===== src/rtl/core/bctc_pkg.sv =====
// Shared types and constants of the block cache tag controller.
`timescale 1ns / 1ps
package bctc_pkg;

    localparam int NUM_SLOTS = 32;
    localparam int ADDR_BITS = 32;
    localparam int SLOT_W    = $clog2(NUM_SLOTS);
    localparam int CNT_W     = $clog2(NUM_SLOTS + 1);

    typedef enum logic [1:0] {
        CMD_READ  = 2'd0,
        CMD_WRITE = 2'd1,
        CMD_FLUSH = 2'd2,
        CMD_RSVD  = 2'd3
    } t_cmd;

    typedef enum logic [2:0] {
        S_IDLE,
        S_SCAN,
        S_CMP,
        S_FRD,
        S_MOD,
        S_VRD,
        S_WAIT
    } t_state;

    typedef struct packed {
        logic                 bypass;
        logic                 hit;
        logic                 slot_valid;
        logic [SLOT_W-1:0]    slot;
        logic                 load_needed;
        logic                 writeback_needed;
        logic [ADDR_BITS-1:0] writeback_address;
        logic                 last;
    } t_result;

endpackage


===== src/rtl/core/bctc_engine.sv =====
// Tag scan sequencer: tag memory, valid and dirty bits, victim pointer.
`timescale 1ns / 1ps
module bctc_engine (
    input  logic                          i_clk,
    input  logic                          i_rst_n,
    input  logic                          i_in_vld,
    output logic                          o_in_rdy,
    input  bctc_pkg::t_cmd                i_cmd,
    input  logic [bctc_pkg::ADDR_BITS-1:0] i_addr,
    input  logic [bctc_pkg::CNT_W-1:0]    i_active,
    output logic                          o_res_vld,
    input  logic                          i_res_rdy,
    output bctc_pkg::t_result             o_res
);
    import bctc_pkg::*;

    localparam logic [CNT_W-1:0]  SLOT_CNT = CNT_W'(NUM_SLOTS);
    localparam logic [SLOT_W-1:0] LAST_IDX = SLOT_W'(NUM_SLOTS - 1);

    logic [ADDR_BITS-1:0] tag_mem [NUM_SLOTS];

    t_state               r_state, n_state;
    t_state               r_ret, n_ret;
    t_cmd                 r_cmd, n_cmd;
    logic [ADDR_BITS-1:0] r_addr, n_addr;
    logic [SLOT_W-1:0]    r_idx, n_idx;
    logic                 r_free_vld, n_free_vld;
    logic [SLOT_W-1:0]    r_free_idx, n_free_idx;
    logic [SLOT_W-1:0]    r_vic, n_vic;
    logic [SLOT_W-1:0]    r_chosen, n_chosen;
    logic [NUM_SLOTS-1:0] r_valid, n_valid;
    logic [NUM_SLOTS-1:0] r_dirty, n_dirty;
    logic [ADDR_BITS-1:0] r_rd_data;
    t_result              r_res, n_res;

    logic [CNT_W-1:0]     act_n;
    logic [SLOT_W-1:0]    rd_addr;
    logic                 mem_we;
    logic [SLOT_W-1:0]    mem_wa;
    logic [NUM_SLOTS-1:0] above_mask;
    logic                 flush_last;
    logic                 step;
    logic                 is_write;
    logic [CNT_W-1:0]     chosen_inc;

    assign act_n      = (i_active > SLOT_CNT) ? SLOT_CNT : i_active;
    assign above_mask = ({NUM_SLOTS{1'b1}} << r_idx) << 1;
    assign flush_last = (r_valid & above_mask) == '0;
    assign is_write   = (r_cmd == CMD_WRITE);
    assign chosen_inc = {1'b0, r_chosen} + 1'b1;
    assign rd_addr    = (r_state == S_MOD) ? r_chosen : r_idx;

    assign o_in_rdy   = (r_state == S_IDLE);
    assign o_res_vld  = (r_state == S_WAIT);
    assign o_res      = r_res;

    always_comb begin
        n_state    = r_state;
        n_ret      = r_ret;
        n_cmd      = r_cmd;
        n_addr     = r_addr;
        n_idx      = r_idx;
        n_free_vld = r_free_vld;
        n_free_idx = r_free_idx;
        n_vic      = r_vic;
        n_chosen   = r_chosen;
        n_valid    = r_valid;
        n_dirty    = r_dirty;
        n_res      = r_res;
        mem_we     = 1'b0;
        mem_wa     = r_idx;
        step       = 1'b0;

        unique case (r_state)
            S_IDLE: begin
                if (i_in_vld) begin
                    n_cmd      = i_cmd;
                    n_addr     = i_addr;
                    n_idx      = '0;
                    n_free_vld = 1'b0;
                    n_res      = '0;
                    n_res.last = 1'b1;
                    n_ret      = S_IDLE;
                    unique case (i_cmd)
                        CMD_READ, CMD_WRITE: begin
                            if (act_n == '0) begin
                                n_res.bypass = 1'b1;
                                n_state      = S_WAIT;
                            end else begin
                                n_state = S_SCAN;
                            end
                        end
                        CMD_FLUSH: n_state = S_SCAN;
                        default:   n_state = S_WAIT;
                    endcase
                end
            end
            S_SCAN: begin
                if (r_valid[r_idx]) begin
                    if (r_cmd == CMD_FLUSH) begin
                        if (r_dirty[r_idx]) begin
                            n_state = S_FRD;
                        end else begin
                            n_res            = '0;
                            n_res.slot_valid = 1'b1;
                            n_res.slot       = r_idx;
                            n_res.last       = flush_last;
                            n_valid[r_idx]   = 1'b0;
                            n_ret            = flush_last ? S_IDLE : S_SCAN;
                            n_idx            = r_idx + 1'b1;
                            n_state          = S_WAIT;
                        end
                    end else begin
                        n_state = S_CMP;
                    end
                end else begin
                    if (!r_free_vld && ({1'b0, r_idx} < act_n)) begin
                        n_free_vld = 1'b1;
                        n_free_idx = r_idx;
                    end
                    step = 1'b1;
                end
            end
            S_FRD: begin
                n_res                   = '0;
                n_res.slot_valid        = 1'b1;
                n_res.slot              = r_idx;
                n_res.writeback_needed  = 1'b1;
                n_res.writeback_address = r_rd_data;
                n_res.last              = flush_last;
                n_valid[r_idx]          = 1'b0;
                n_dirty[r_idx]          = 1'b0;
                n_ret                   = flush_last ? S_IDLE : S_SCAN;
                n_idx                   = r_idx + 1'b1;
                n_state                 = S_WAIT;
            end
            S_CMP: begin
                if (r_rd_data == r_addr) begin
                    if (is_write) begin
                        n_dirty[r_idx] = 1'b1;
                    end
                    n_res            = '0;
                    n_res.hit        = 1'b1;
                    n_res.slot_valid = 1'b1;
                    n_res.slot       = r_idx;
                    n_res.last       = 1'b1;
                    n_ret            = S_IDLE;
                    n_state          = S_WAIT;
                end else begin
                    n_state = S_SCAN;
                    step    = 1'b1;
                end
            end
            S_MOD: begin
                if ({1'b0, r_chosen} >= act_n) begin
                    n_chosen = r_chosen - act_n[SLOT_W-1:0];
                end else begin
                    n_state = S_VRD;
                end
            end
            S_VRD: begin
                mem_we                  = 1'b1;
                mem_wa                  = r_chosen;
                n_res                   = '0;
                n_res.slot_valid        = 1'b1;
                n_res.slot              = r_chosen;
                n_res.load_needed       = 1'b1;
                n_res.writeback_needed  = r_valid[r_chosen] & r_dirty[r_chosen];
                n_res.writeback_address = (r_valid[r_chosen] & r_dirty[r_chosen]) ?
                                          r_rd_data : '0;
                n_res.last              = 1'b1;
                n_valid[r_chosen]       = 1'b1;
                n_dirty[r_chosen]       = is_write;
                n_vic                   = (chosen_inc == act_n) ? '0 :
                                          chosen_inc[SLOT_W-1:0];
                n_ret                   = S_IDLE;
                n_state                 = S_WAIT;
            end
            S_WAIT: begin
                if (i_res_rdy) begin
                    n_state = r_ret;
                end
            end
            default: n_state = S_IDLE;
        endcase

        if (step) begin
            if (r_idx != LAST_IDX) begin
                n_idx   = r_idx + 1'b1;
                n_state = S_SCAN;
            end else if (r_cmd == CMD_FLUSH) begin
                n_res      = '0;
                n_res.last = 1'b1;
                n_ret      = S_IDLE;
                n_state    = S_WAIT;
            end else if (n_free_vld) begin
                mem_we              = 1'b1;
                mem_wa              = n_free_idx;
                n_valid[n_free_idx] = 1'b1;
                n_dirty[n_free_idx] = is_write;
                n_res               = '0;
                n_res.slot_valid    = 1'b1;
                n_res.slot          = n_free_idx;
                n_res.load_needed   = 1'b1;
                n_res.last          = 1'b1;
                n_ret               = S_IDLE;
                n_state             = S_WAIT;
            end else begin
                n_chosen = r_vic;
                n_state  = S_MOD;
            end
        end
    end

    always_ff @(posedge i_clk) begin
        if (mem_we) begin
            tag_mem[mem_wa] <= r_addr;
        end
        r_rd_data <= tag_mem[rd_addr];
    end

    always_ff @(posedge i_clk) begin
        if (!i_rst_n) begin
            r_state <= S_IDLE;
            r_ret   <= S_IDLE;
            r_valid <= '0;
            r_dirty <= '0;
            r_vic   <= '0;
        end else begin
            r_state <= n_state;
            r_ret   <= n_ret;
            r_valid <= n_valid;
            r_dirty <= n_dirty;
            r_vic   <= n_vic;
        end
    end

    always_ff @(posedge i_clk) begin
        r_cmd      <= n_cmd;
        r_addr     <= n_addr;
        r_idx      <= n_idx;
        r_free_vld <= n_free_vld;
        r_free_idx <= n_free_idx;
        r_chosen   <= n_chosen;
        r_res      <= n_res;
    end

`ifndef SYNTHESIS
    a_hit_no_load: assert property (@(posedge i_clk) disable iff (!i_rst_n)
        (o_res_vld && r_res.hit) |-> (!r_res.load_needed && !r_res.writeback_needed))
        else $error("hit result requests a transfer");

    a_bypass_alone: assert property (@(posedge i_clk) disable iff (!i_rst_n)
        (o_res_vld && r_res.bypass) |-> (!r_res.slot_valid && r_res.last))
        else $error("bypass result names a slot");

    a_reset_clear: assert property (@(posedge i_clk) disable iff (!i_rst_n)
        $past(!i_rst_n) |-> (r_valid == '0 && r_dirty == '0))
        else $error("slot bits not cleared by reset");

    a_load_marks_valid: assert property (@(posedge i_clk) disable iff (!i_rst_n)
        ($rose(o_res_vld) && r_res.load_needed) |-> r_valid[r_res.slot])
        else $error("loaded slot not valid");

    a_flush_releases: assert property (@(posedge i_clk) disable iff (!i_rst_n)
        ($rose(o_res_vld) && r_cmd == CMD_FLUSH && r_res.slot_valid)
            |-> !r_valid[r_res.slot])
        else $error("flushed slot still valid");
`endif

endmodule


===== src/rtl/core/block_cache_tag_controller.sv =====
// Top level of the block cache tag controller: stream ports, config, output register.
//
// Channel  | Dir | Beat contents
// s_axis   | in  | tdata: command[1:0], address[33:2]
// m_axis   | out | tdata: bypass, hit, slot_valid, slot, load, writeback, wb address; tlast
// cfg      | in  | i_cfg_we with i_cfg_wdata: active slot count
//
// An access scans the tags one slot a cycle while no result is pending; a valid slot takes a
// tag memory read, then the shared compare. A miss with no free slot adds victim reduction,
// one tag read and one update. Flush emits one beat per valid slot, or one empty last beat if
// none is valid. Reset clears valid and dirty bits at once; no clearing pass. The block takes a
// new item only when idle and stalls its sequencer while the output register is full.
`timescale 1ns / 1ps
module block_cache_tag_controller (
    input  logic        i_clk,
    input  logic        i_rst_n,
    input  logic        s_axis_tvalid,
    output logic        s_axis_tready,
    input  logic [39:0] s_axis_tdata,   // command[1:0], address[33:2], zero fill
    output logic        m_axis_tvalid,
    input  logic        m_axis_tready,
    output logic [47:0] m_axis_tdata,   // bypass, hit, slot_valid, slot[7:3], load_needed,
                                        // writeback_needed, writeback_address[41:10]
    output logic        m_axis_tlast,
    input  logic        i_cfg_we,
    input  logic [5:0]  i_cfg_wdata
);
    import bctc_pkg::*;

    logic [CNT_W-1:0] r_active;
    logic             r_m_vld;
    logic [47:0]      r_m_data;
    logic             r_m_last;
    logic             res_vld;
    logic             res_rdy;
    t_result          res;

    assign res_rdy = !r_m_vld || m_axis_tready;

    bctc_engine u_engine (
        .i_clk     (i_clk),
        .i_rst_n   (i_rst_n),
        .i_in_vld  (s_axis_tvalid),
        .o_in_rdy  (s_axis_tready),
        .i_cmd     (t_cmd'(s_axis_tdata[1:0])),
        .i_addr    (s_axis_tdata[33:2]),
        .i_active  (r_active),
        .o_res_vld (res_vld),
        .i_res_rdy (res_rdy),
        .o_res     (res)
    );

    always_ff @(posedge i_clk) begin
        if (!i_rst_n) begin
            r_active <= '0;
            r_m_vld  <= 1'b0;
        end else begin
            if (i_cfg_we) begin
                r_active <= i_cfg_wdata;
            end
            if (res_vld && res_rdy) begin
                r_m_vld <= 1'b1;
            end else if (m_axis_tready) begin
                r_m_vld <= 1'b0;
            end
        end
    end

    always_ff @(posedge i_clk) begin
        if (res_vld && res_rdy) begin
            r_m_data <= {6'd0, res.writeback_address, res.writeback_needed,
                         res.load_needed, res.slot, res.slot_valid, res.hit, res.bypass};
            r_m_last <= res.last;
        end
    end

    assign m_axis_tvalid = r_m_vld;
    assign m_axis_tdata  = r_m_data;
    assign m_axis_tlast  = r_m_last;

endmodule


===== config.mk =====
export PLATFORM = sky130hd
export DESIGN_NAME = block_cache_tag_controller
export DESIGN_NICKNAME = d
export VERILOG_FILES = /design/src/rtl/core/bctc_pkg.sv /design/src/rtl/core/bctc_engine.sv /design/src/rtl/core/block_cache_tag_controller.sv
export SDC_FILE = /design/constraint.sdc
export NUM_CORES = 2
export LEC_CHECK = 0
export ABC_AREA = 1
export BUFFER_PORTS_ARGS = -buffer_cell sky130_fd_sc_hd__buf_2
export CORE_MARGIN = 2
export CORE_UTILIZATION = 60
export CTS_CLUSTER_DIAMETER = 80
export DETAILED_ROUTE_END_ITERATION = 12
export GPL_TIMING_DRIVEN = 0
export PLACE_DENSITY = 0.75
export SYNTH_ARGS = -nofsm -noshare
export SYNTH_HDL_FRONTEND = slang
export SYNTH_HIERARCHICAL = 1
export SYNTH_SLANG_ARGS = --single-unit

===== constraint.sdc =====
create_clock -name i_clk -period 11.6 [get_ports i_clk]
set_input_delay 2.9 -clock i_clk [delete_from_list [all_inputs] [get_ports i_clk]]
set_output_delay 2.9 -clock i_clk [all_outputs]
set_load 0.1 [all_outputs]

==> results.sh <==
export IMPL_fin_crit_sh_pct=46.6
export IMPL_max_stage_delay_ns=0.93
export IMPL_worstHoldStart="u_engine/o_res[34]"
export IMPL_ys_seq_elements=1274
export IMPL_drc=0
export IMPL_grt_pass1_vias=41100
export IMPL_ff2ff_path_depth=16
export IMPL_io_buffers=89
export IMPL_maxSlewHeadroom_pct=0.333
export IMPL_dr_pass1_iters=6
export IMPL_drive_gt1_share_pct=9.92
export IMPL_hold_buffers=0
export IMPL_use_met3_pct=12.5
export IMPL_hold_path_depth=0
export IMPL_worst_pin_slew_ns=1.50
export IMPL_synth_top_area_share_pct=61.3
export IMPL_critPathBufInv=3
export IMPL_die_w_um=304
export IMPL_p_per_area_nw_per_um2=270
export IMPL_worstPathArrival_ns=5.86
export IMPL_gp_congestion=1.10
export IMPL_p_int_uw=9420
export IMPL_register_area_um2=36500
export IMPL_cts_sinks=1274
export IMPL_worstReg2RegStart="u_engine/r_addr[0]"
export IMPL_yosysSeqAreaShare_pct=67.7
export IMPL_power_uw=16800
export IMPL_synth_cell_type_count=56
export IMPL_post_route_util_pct=69.1
export IMPL_wl_mm=205
export IMPL_htreeDepth=4
export IMPL_drt_iter0_drc=7833
export IMPL_netSwitchingPower_uw=7340
export IMPL_setup_viol=0
export IMPL_path_delay_family="simple AND/OR/NAND/NOR gates"
export IMPL_seq_power_share_pct=35.0
export IMPL_clock_latency_ns=0.77
export IMPL_path_cells="buf_2, nand2_1, o21ai_0, nand2_2, inv_2, nor2_4, nand2_1, o21ai_2, nand2_1, nor2_4, buf_16"
export IMPL_area_growth_pct=14.8
export IMPL_maxSlewViolCount=0
export IMPL_use_met1_pct=53.6
export IMPL_ys_dominant_reg_cell="edfxtp_1"
export IMPL_synth_area_top_cells="edfxtp_1, dfxtp_1, o21ai_0"
export IMPL_initial_utilization_pct=60.2
export IMPL_switching_share_pct=43.8
export IMPL_crit_path_end_kind="flip-flop"
export IMPL_die_y_um=304
export IMPL_syn_inst=4842
export IMPL_grt_setup_unrepaired="false"
export IMPL_busiest_layer="met2"
export IMPL_rows=110
export IMPL_async_reset_ff_share_pct=0
export IMPL_cts_root_buf="clkbuf_16"
export IMPL_num_fill_cells=6321
export IMPL_reg2reg_slack_ns=6.29
export IMPL_cts_resized=0
export IMPL_crit_top_cell="nand2_1"
export IMPL_peakVddDrop_mv=0.250
export IMPL_clkPwrFrac_pct=25.7
export IMPL_cellLeakagePower_uw=0.0207
export IMPL_tns_ns=0
export IMPL_die_area_um2=92400
export IMPL_dp_hpwl_mm=141
export IMPL_grt_pass1_wl_mm=287
export IMPL_r2r_end="u_engine/tag_mem[30][28]"
export IMPL_path_max_fanout=18
export IMPL_clk_pin_slew_ns=0.06
export IMPL_synth_edf_count=1101
export IMPL_crit_slowest_cell="nor2_4"
export IMPL_p_comb_share_pct=39.4
export IMPL_drtAntennaViolNets=0
export IMPL_critPathKind="in -> reg"
export IMPL_hold_slack_ns=0.451
export IMPL_finalHoldViolations=0
export IMPL_multi_input_area_um2=15600
export IMPL_vias_per_cell=6.79
export IMPL_grt_use_met2_pct=66.4
export IMPL_max_cap_violations=0
export IMPL_avgSynthCellArea_um2=11.1
export IMPL_post_drt_wl_per_cell_um=32.0
export IMPL_stdcell_count=6414
export IMPL_period_needed_ns=5.41
export IMPL_fin_skew_ns=0.0451
export IMPL_core_um2=89600
export IMPL_cts_made_buffers=133
export IMPL_overflow=0
export IMPL_grt_use_total_pct=43.7
export IMPL_cts_max_path_buffers=3
export IMPL_fmax_ghz=0.185
export IMPL_dp_cells=6158
export IMPL_required_ns=12.05
export IMPL_final_nets=5199
export IMPL_syn_area_um2=54000
export IMPL_min_to="m_axis_tdata[8]"
export IMPL_vias=43500
export IMPL_synth_warnings=6
export IMPL_synth_top_area_cell="edfxtp_1"
export IMPL_start_kind="input port"
export IMPL_post_cts_buffers=0
export IMPL_antenna_found_initial=6
export IMPL_outcome="completed"
export IMPL_hold_path_class="reg -> reg"
export IMPL_ioPinCount=102
export IMPL_grt_max_degree=35
export IMPL_cts_tree="done"
## cell usage in the layout (no fill, tap or decap), types with 11 or more instances in the layout
master | netlist | layout
nor2_4 | 7 | 40
clkinv_1 | 6 | 24
nand2_2 | 11 | 11
xnor2_1 | 23 | 23
nand4_1 | 16 | 16
o32ai_1 | 12 | 12
or2_2 | 13 | 13
a21oi_1 | 156 | 155
a211oi_1 | 16 | 16
o221ai_1 | 170 | 170
o211ai_1 | 58 | 58
buf_16 | 0 | 37
o22ai_1 | 104 | 104
o21ai_0 | 689 | 689
nand3_1 | 230 | 230
inv_2 | 24 | 24
nor2_1 | 837 | 804
buf_2 | 37 | 126
nor2_2 | 17 | 17
nand3_2 | 12 | 12
dfxtp_1 | 173 | 173
clkbuf_1 | 260 | 301
o2111ai_1 | 14 | 14
nand2_1 | 467 | 467
a31oi_1 | 72 | 72
nor3_1 | 18 | 18
o21ai_1 | 29 | 29
clkbuf_16 | 0 | 137
inv_1 | 177 | 177
clkbuf_8 | 0 | 11
buf_4 | 14 | 14
ha_1 | 20 | 20
edfxtp_1 | 1101 | 1101
buf_12 | 0 | 19
## metal layers
metal  wire length [um]  vias up
met4              18100        6
met1              67800    20700
met5                 39        -
met2              90500     3766
met3              28800      796
li1                   -    18200
## worst max-delay path by stage
stage / end / startpoint / cells past startpoint / slack [ns]
after floorplan: u_engine/tag_mem[4][0] / s_axis_tvalid / 11 / 5.91
after global placement: u_engine/tag_mem[28][9] / s_axis_tvalid / 11 / 3.60
after detailed placement: u_engine/tag_mem[23][29] / s_axis_tvalid / 11 / 5.49
after CTS: u_engine/tag_mem[23][26] / s_axis_tvalid / 11 / 6.26
after global routing: u_engine/tag_mem[23][26] / s_axis_tvalid / 11 / 6.05
final: u_engine/tag_mem[23][28] / s_axis_tvalid / 11 / 6.19
## flip-flops by register name, indices dropped and copies added, names as in the netlist
register             count
u_engine/tag_mem      1024
u_engine/o_res          43
m_axis_tdata            42
u_engine/r_addr         32
u_engine/r_dirty        32
u_engine/r_rd_data      32
u_engine/r_valid        32
r_active                 6
u_engine/r_chosen        5
u_engine/r_free_idx      5
u_engine/r_idx           5
u_engine/r_vic           5
u_engine/r_ret           3
u_engine/r_state         3
u_engine/r_cmd           2
m_axis_tlast             1
m_axis_tvalid            1
u_engine/r_free_vld      1
## worst register-to-register path, stage by stage (launching register included)
cell and delay [ns]:
edfxtp_1 1.33, xnor2_1 0.25, nand2_1 0.10, nor2_1 0.12, nand2_1 0.20, nor2_1 0.28
nand2_1 0.09, nand2_1 0.21, nand2_4 0.15, nand2_2 0.15, nor2_4 0.08, nor2_2 0.18
nand2_1 0.10, nand2_2 0.24, nand3_1 0.38, nor2_4 0.88, buf_16 0.26
## metrics by stage
| stage | setup slack (ns) | instance area, um^2 |
|---|---|---|
| 6_report | 6.19 | 62000 |
| 5_1_grt | 6.05 | 61900 |
| 4_1_cts | 6.26 | 61700 |
| 3_5_place_dp | 5.49 | 57300 |
| 3_3_place_gp | 3.60 | 55900 |
| 2_1_floorplan | 5.91 | 54000 |
## logic make-up after synthesis
family                     after synthesis  share of synthesized area (%)
DFF                                   1274                           67.7
adders and majority gates               21                          0.501
other                                    1                        0.00695
AOI/OAI and AO/OA                     1339                           14.7
and+or+nand+nor                       1647                           12.7
buffers and inverters                  531                           3.98
xor gates and xnor gates                29                          0.471
## layout make-up
type                            count  area share, %
Tap cell                         1176           2.38
Antenna cell                        6         0.0242
Clock inverter                     51           1.02
Sequential cell                  1274           59.0
Clock buffer                      189           6.03
Buffer                            324           2.21
Multi-Input combinational cell   3042           25.2
Inverter                          207           1.25
Timing Repair Buffer              145           2.98
## power by group through the flow
stage	registers, uW	clock network [uW]	logic, uW
after floorplan	5800	0	3310
after global placement	6030	0	5800
after detailed placement	5970	0	6040
after CTS	5870	4300	6090
after global routing	5860	4470	6730
final	5860	4300	6600
## synth_stat cells (4+ instances only)
master	count
a211oi_1	16
a21oi_1	156
a31oi_1	72
buf_1	5
buf_2	37
buf_4	14
buf_6	7
clkbuf_1	260
clkinv_1	6
dfxtp_1	173
edfxtp_1	1101
ha_1	20
inv_1	177
inv_2	24
nand2_1	467
nand2_2	11
nand2_4	4
nand3_1	230
nand3_2	12
nand4_1	16
nor2_1	837
nor2_2	17
nor2_4	7
nor3_1	18
o2111ai_1	14
o211ai_1	58
o21ai_0	689
o21ai_1	29
o21ai_2	4
o221ai_1	170
o22ai_1	104
o32ai_1	12
or2_2	13
xnor2_1	23
xor2_1	6
Note: power is estimated with default switching activity, not from simulation.
